===== src/design/ptb_pkg.sv =====
// Package for the periodic timer bank: sizes, command codes, word types and
// the structs that pass between the top level and the timer cells. No dependencies.
`default_nettype none

package ptb_pkg;

   localparam int NUM_TIMERS = 8;
   localparam int TIME_BITS  = 32;

   localparam logic [15:0] MAX_WAKEUP_RESET = 16'd30;

   // Wide enough to compare any timer number against the 3-bit index field.
   localparam int SEL_W = 7;

   typedef logic [TIME_BITS-1:0]  time_type;
   typedef logic [NUM_TIMERS-1:0] mask_type;

   typedef enum logic [1:0] {
      CMD_START   = 2'd0,
      CMD_STOP    = 2'd1,
      CMD_PROCESS = 2'd2,
      CMD_NONE    = 2'd3
   } cmd_type;

   typedef enum logic {
      ST_IDLE,
      ST_SWEEP
   } state_type;

   typedef struct packed {
      logic [1:0]  cmd;
      logic [2:0]  timer_index;
      logic [30:0] interval;
      logic [31:0] now;
   } req_type;

   typedef struct packed {
      logic [7:0]  fired_mask;
      logic [15:0] wakeup;
      logic        status;
   } rsp_type;

   // Write strobe broadcast to every cell; each cell also gets its own select.
   typedef struct packed {
      logic     start;
      logic     stop;
      time_type now;
      time_type interval;
   } cell_wr_type;

   // Sweep token handed from cell to cell during a process word.
   typedef struct packed {
      logic        valid;
      time_type    now;
      logic [15:0] wake;
      mask_type    fired;
   } token_type;

endpackage : ptb_pkg

`default_nettype wire


===== src/design/ptb_cell.sv =====
// One timer cell: holds the active flag, deadline and period of a single timer
// and processes the sweep token as it passes. Depends on ptb_pkg.
`default_nettype none

module ptb_cell
   import ptb_pkg::*;
(
   input  wire logic        clock,
   input  wire logic        reset,
   input  wire logic        sel,
   input  wire cell_wr_type wr,
   input  wire token_type   tok_in,
   output      token_type   tok_out
);

   logic      active_ff, active_in;
   time_type  deadline_ff, deadline_in;
   time_type  period_ff, period_in;
   token_type tok_ff, tok_in_next;

   time_type diff;
   time_type remain;
   logic     expired;
   mask_type fired_bit;

   always_comb begin
      diff      = deadline_ff - tok_in.now;
      expired   = active_ff && ((diff == '0) || diff[TIME_BITS-1]);
      remain    = expired ? period_ff : diff;
      fired_bit = mask_type'(expired) << (NUM_TIMERS - 1);

      active_in   = active_ff;
      deadline_in = deadline_ff;
      period_in   = period_ff;

      if (sel && wr.start) begin
         active_in   = 1'b1;
         period_in   = wr.interval;
         deadline_in = wr.now + wr.interval;
      end else if (sel && wr.stop) begin
         active_in = 1'b0;
      end else if (tok_in.valid && expired) begin
         deadline_in = tok_in.now + period_ff;
      end

      tok_in_next       = tok_in;
      tok_in_next.fired = (tok_in.fired >> 1) | fired_bit;
      if (active_ff && (64'(remain) < 64'(tok_in.wake))) begin
         tok_in_next.wake = 16'(remain);
      end
   end

   always_ff @(posedge clock) begin
      if (reset) begin
         active_ff    <= 1'b0;
         tok_ff.valid <= 1'b0;
      end else begin
         active_ff    <= active_in;
         tok_ff.valid <= tok_in_next.valid;
      end
      deadline_ff  <= deadline_in;
      period_ff    <= period_in;
      tok_ff.now   <= tok_in_next.now;
      tok_ff.wake  <= tok_in_next.wake;
      tok_ff.fired <= tok_in_next.fired;
   end

   assign tok_out = tok_ff;

endmodule : ptb_cell

`default_nettype wire


===== src/design/periodic_timer_bank.sv =====
// Periodic timer bank: top level with the request/response handshake, the
// configuration register and the chain of timer cells. Depends on ptb_pkg, ptb_cell.
// Timing: start, stop and unused words answer in the cycle after acceptance;
// a process word answers once the sweep token has passed every cell and the result is registered,
// the token stepping through one cell per cycle.
// Throughput: one word at a time; with the response taken at once, a start, stop or
// unused word every cycle, while after a process word no new word is taken until it has answered.
// Reset (synchronous, active high): all timers inactive, max_wakeup 30, no response.
`default_nettype none

module periodic_timer_bank
   import ptb_pkg::*;
(
   input  wire logic        clock,
   input  wire logic        reset,
   input  wire logic        req_valid,
   output      logic        req_ready,
   input  wire req_type     req_data,
   output      logic        rsp_valid,
   input  wire logic        rsp_ready,
   output      rsp_type     rsp_data,
   input  wire logic        csr_we,
   input  wire logic [15:0] csr_wdata
);

   state_type   state_ff, state_in;
   logic [15:0] max_wakeup_ff;
   logic        rsp_valid_ff, rsp_valid_in;
   rsp_type     rsp_data_ff, rsp_data_in;

   logic        accept;
   logic        sweep_done;
   cell_wr_type wr;
   token_type   inject;
   token_type   chain [0:NUM_TIMERS];
   logic [NUM_TIMERS-1:0] sel;
   logic [NUM_TIMERS+7:0] fired_wide;

   // A word is taken only when no sweep is running and the response slot is
   // empty or is being emptied in this same cycle.
   assign req_ready = (state_ff == ST_IDLE) && (!rsp_valid_ff || rsp_ready);
   assign accept    = req_valid && req_ready;

   // Start and stop go straight to the addressed cell at acceptance. A start
   // with a zero interval writes nothing. Indexes past the bank select no cell.
   assign wr.start    = accept && (req_data.cmd == CMD_START) && (req_data.interval != '0);
   assign wr.stop     = accept && (req_data.cmd == CMD_STOP);
   assign wr.now      = time_type'(req_data.now);
   assign wr.interval = time_type'(req_data.interval);

   // A process word launches a token into the first cell. It carries the
   // running minimum, seeded with the configured limit, and a fired mask into
   // which each cell shifts its own bit so that timer 0 lands in bit 0.
   assign inject.valid = accept && (req_data.cmd == CMD_PROCESS);
   assign inject.now   = time_type'(req_data.now);
   assign inject.wake  = max_wakeup_ff;
   assign inject.fired = '0;

   assign chain[0] = inject;

   for (genvar i = 0; i < NUM_TIMERS; i++) begin : g_cell
      assign sel[i] = (SEL_W'(req_data.timer_index) == SEL_W'(i));

      ptb_cell u_cell (
         .clock   (clock),
         .reset   (reset),
         .sel     (sel[i]),
         .wr      (wr),
         .tok_in  (chain[i]),
         .tok_out (chain[i+1])
      );
   end

   assign sweep_done = chain[NUM_TIMERS].valid;
   assign fired_wide = {8'd0, chain[NUM_TIMERS].fired};

   // The sweep state only tracks whether a token is still in the chain.
   always_ff @(posedge clock) begin
      if (reset) begin
         state_ff <= ST_IDLE;
      end else begin
         state_ff <= state_in;
      end
   end

   always_comb begin
      state_in     = state_ff;
      rsp_valid_in = rsp_valid_ff && !rsp_ready;
      rsp_data_in  = rsp_data_ff;

      unique case (state_ff)
         ST_IDLE: begin
            if (accept) begin
               rsp_data_in = '0;
               if (req_data.cmd == CMD_PROCESS) begin
                  state_in = ST_SWEEP;
               end else begin
                  // Start, stop and the unused code answer right away.
                  rsp_valid_in       = 1'b1;
                  rsp_data_in.status = (req_data.cmd == CMD_START) &&
                                       (req_data.interval == '0);
               end
            end
         end
         ST_SWEEP: begin
            if (sweep_done) begin
               state_in               = ST_IDLE;
               rsp_valid_in           = 1'b1;
               rsp_data_in.fired_mask = fired_wide[7:0];
               rsp_data_in.wakeup     = chain[NUM_TIMERS].wake;
               rsp_data_in.status     = 1'b0;
            end
         end
         default: begin
            state_in = ST_IDLE;
         end
      endcase
   end

   always_ff @(posedge clock) begin
      if (reset) begin
         rsp_valid_ff  <= 1'b0;
         max_wakeup_ff <= MAX_WAKEUP_RESET;
      end else begin
         rsp_valid_ff <= rsp_valid_in;
         if (csr_we) begin
            max_wakeup_ff <= csr_wdata;
         end
      end
      rsp_data_ff <= rsp_data_in;
   end

   assign rsp_valid = rsp_valid_ff;
   assign rsp_data  = rsp_data_ff;

endmodule : periodic_timer_bank

`default_nettype wire

===== config.mk =====
export PLATFORM = sky130hd
export DESIGN_NAME = periodic_timer_bank
export DESIGN_NICKNAME = d
export VERILOG_FILES = /design/src/design/ptb_pkg.sv /design/src/design/ptb_cell.sv /design/src/design/periodic_timer_bank.sv
export SDC_FILE = /design/constraint.sdc
export NUM_CORES = 2
export LEC_CHECK = 0
export ABC_CLOCK_PERIOD_IN_PS = 8050
export BUFFER_PORTS_ARGS = -buffer_cell sky130_fd_sc_hd__buf_4
export CAP_MARGIN = 20
export CORE_ASPECT_RATIO = 0.75
export CORE_MARGIN = 4
export CORE_UTILIZATION = 60
export CTS_CLUSTER_DIAMETER = 120
export DETAILED_ROUTE_END_ITERATION = 16
export GPL_TIMING_DRIVEN = 1
export PLACE_DENSITY_LB_ADDON = 0.2
export SETUP_SLACK_MARGIN = 0.4
export SLEW_MARGIN = 10
export SYNTH_ARGS = -nofsm -noshare
export SYNTH_HDL_FRONTEND = slang
export SYNTH_SLANG_ARGS = --single-unit

===== constraint.sdc =====
create_clock -name clock -period 8.05 [get_ports clock]
set_clock_uncertainty 0.1 [all_clocks]
set_input_delay 0 -clock clock [delete_from_list [all_inputs] [get_ports clock]]
set_output_delay 0 -clock clock [all_outputs]
set_load 0.05 [all_outputs]

==> out/metrics.csv <==
stage,metric,value,unit
worst_setup_path,CP Class,flop to flop,
place,GP Congestion,1.01,
logic_synthesis,Syn Area/Cell,9.40,µm²
grt,vias in the first global route,49981,
clock_tree,CTS Root Cell,clkbuf_16,
layout,"most common cell after layout, fill and taps aside",ha_1,
die,Die ar.,109000,µm²
worst_setup_path,Worst setup EP type,flop,
logic_synthesis,leading area contributor after synthesis,edfxtp_1,
timing,setup ws final,0.565,ns
timing,Final Max Tran Viols,0,
clock_tree,Sink Count,951,
layout,Final #Nets,7693,
die,die width,380,µm
die,Top Ports,116,
logic_synthesis,Yosys top cell area share,25.4,%
routing,DRT Pass-1 Iters,6,
clock_tree,Longest Clk Path Bufs,3,
routing,Met2 Wirelength,86000,µm
layout,Fillers,8069,
layout,fraction of layout cells with a size suffix above 1,9.24,%
logic_synthesis,top_reg_cell synth,edfxtp_1,
routing,Total Routed Length,229000,µm
clock_tree,Worst-Skew Late Latency,0.73,ns
timing,Peak Freq,134,MHz
worst_setup_path,crit start category,flop,
timing,Final Critical Period,7.49,ns
logic_synthesis,ranking of synthesized cells by area,"edfxtp_1 25%, dfxtp_1 14%, ha_1 13%",
clock_tree,clk slew on worst S/H paths,0.06,ns
layout,Reg area,24300,µm²
clock_tree,CTS tree,yes,
timing,RSZ-0062 raised after global routing,no,
logic_synthesis,"Seq/Total Area, Yosys",39.0,%
logic_synthesis,synthesized instance count,6643,
logic_synthesis,YS warnings,0,
die,Initial Util,60.5,%
timing,Slew HR,24.3,%
grt,first-pass GRT wire length,331000,µm
timing,Least-Margin Pin Slew,1.13,ns
timing,period utilisation layout,93.0,%
routing,metal3 WL,35100,µm
worst_setup_path,Crit path arrival time,7.97,ns
layout,synth-to-layout area growth,13.0,%
place,DP HPWL,173000,µm
timing,final hold vios,0,
grt,largest net degree at the start of global routing,64,
outcome,status,completed,
routing,Post-route DRC,0,
logic_synthesis,asr flop ratio synth,0,%
die,Die Y,287,µm
timing,Setup TNS,0,ns
power,maximum vdd drop,0.213,mV
routing,DR top layer,met5,
worst_setup_path,WP data required,8.53,ns
power,pwr dens,186,nW/µm²
grt,Congestion Overflow GR,0,
die,Core Area,103000,µm²
place,Post-Place Setup Slack,0.525,ns
clock_tree,TritonCTS Buffers,98,
routing,M1 WL,99500,µm
logic_synthesis,Post-synth EDFFs,529,
layout,most frequent cells in the layout,"647 x ha_1, 608 x a21oi_1, 544 x inv_1",
timing,# setup viols final,0,
routing,First DRT Iteration DRCs,7825,
worst_setup_path,FF-to-FF path depth,23,
min_path,worst hold-check path type,input pin to flop,
routing,vias per cell,6.51,
run,max-cap check violation count,0,
place,IO buf count,115,
logic_synthesis,"FF+latch count, synth",951,
worst_setup_path,CP max FO,16,
clock_tree,htree depth,3,
routing,Routed wire per std cell,27.2,µm
power,Pleak,30.0,nW
routing,Final ANT Viol Nets,0,
logic_synthesis,synth unique cells,103,
logic_synthesis,syn_nets,7396,
routing,via count,54733,
logic_synthesis,cell area after synthesis,62400,µm²
layout,Multi-input gate area,35700,µm²
grt,gr usage total,40.5,%
die,number of cell rows,102,
min_path,WHS Path Cells,2,
grt,initial antenna violation count,26,
-- state kept, by name (all words and copies together), names as in the netlist --
name / flops
max_wakeup_ff: 16
state_ff: 1
g_cell.u_cell.active_ff: 8
g_cell.u_cell.period_ff: 248
rsp_data: 25
g_cell.u_cell.deadline_ff: 256
rsp_valid: 1
g_cell.u_cell.tok_out: 396
-- stage by stage --
| stage | std cells | total power [mW] | util (%) | area, µm² | hold slack (ns) |
|---|---|---|---|---|---|
| after floorplan | 6643 | 7.04 | - | 62400 | -0.0723 |
| after global placement | 8019 | 7.99 | 63.1 | 65200 | 0.0674 |
| after detailed placement | 8019 | 8.02 | 63.1 | 65200 | 0.0638 |
| after CTS | 8369 | 12.9 | 68.1 | 70300 | 0.00860 |
| after global routing | 8387 | 13.5 | 68.3 | 70500 | 0.00905 |
| final | 8412 | 13.1 | 68.3 | 70500 | 0.0223 |
-- path summary, 6_finish.rpt --
| check | startpoint | end | slack (ns) |
|---|---|---|---|
| hold reg to reg | g_cell[4].u_cell.tok_out[7]$_DFF_P_ | g_cell[5].u_cell.tok_out[6]$_DFF_P_ | 0.22 |
| setup / recovery | g_cell[7].u_cell.deadline_ff[0]$_DFFE_PP_ | g_cell[7].u_cell.tok_out[8]$_DFF_P_ | 0.56 |
| hold / removal | req_data[30] | g_cell[0].u_cell.tok_out[54]$_DFF_P_ | 0.02 |
| setup reg to reg | g_cell[7].u_cell.deadline_ff[0]$_DFFE_PP_ | g_cell[7].u_cell.tok_out[8]$_DFF_P_ | 0.56 |
-- synthesized netlist by cell type, types with 58 or more instances --
library cell	number
xor2_1	158
nor3_1	99
ha_1	647
xnor2_1	242
nand2b_1	102
dfxtp_1	422
mux2_2	156
clkbuf_1	139
nor2b_1	79
nand2_1	473
o21a_1	122
edfxtp_1	529
nand3_1	98
nor2_1	446
inv_1	547
a21o_1	247
o21ai_0	419
nor4_1	58
nand4_1	98
a211oi_1	59
a21oi_1	609
-- cell families after synthesis --
group	Yosys count	share of synthesized area (%)
mux	237	4.16
fa+ha+maj	664	13.5
compound gates	1938	19.7
flops	951	39.0
simple gates	1730	13.6
xor+xnor	400	5.61
buf+inv	723	4.42
-- repair_timing --
action	CTS	global route
setup endpoints to repair	0	92
hold endpoints to repair	365	3
resized for setup	0	14
setup buffers	0	0
hold buffers	166	3
-- routing by layer --
layer	global-route usage, %	vias up
li1	-	24912
met1	59.8	25994
met2	53.3	3386
met3	16.2	435
met4	13.1	6
met5	0	-
-- final cells by class --
cell class              count  share of cell area [%]
diodes                     36                   0.128
clock buffers             129                    4.09
clock inverters            55                   0.765
inverters                 554                    2.95
multi-input cells        4969                    50.6
flip-flops and latches    951                    34.5
well taps                1352                    2.40
repair buffers            366                    4.59
-- power by group --
group,switching (mW),internal [mW]
clock,2.15,2.77
combinational,1.72,0.992
sequential,0.166,5.29
-- critical path, cell delays in order (launching register included) --
cell	delay, ns
edfxtp_1	0.37
inv_1	0.07
ha_1	0.17
inv_1	0.06
fa_1	0.43
a211oi_2	0.35
o211ai_2	0.18
a41oi_2	0.39
o21ai_1	0.19
a211oi_2	0.46
o21ai_1	0.17
mux2i_1	0.14
or4_1	0.50
or4_4	0.49
nor4_4	0.46
o21ai_2	0.27
mux2_2	0.36
ha_1	0.29
nand2_1	0.11
or3_1	0.42
or3_1	0.43
o311ai_4	0.22
buf_4	0.32
mux2_1	0.37
Note: power is estimated with default switching activity, not from simulation.
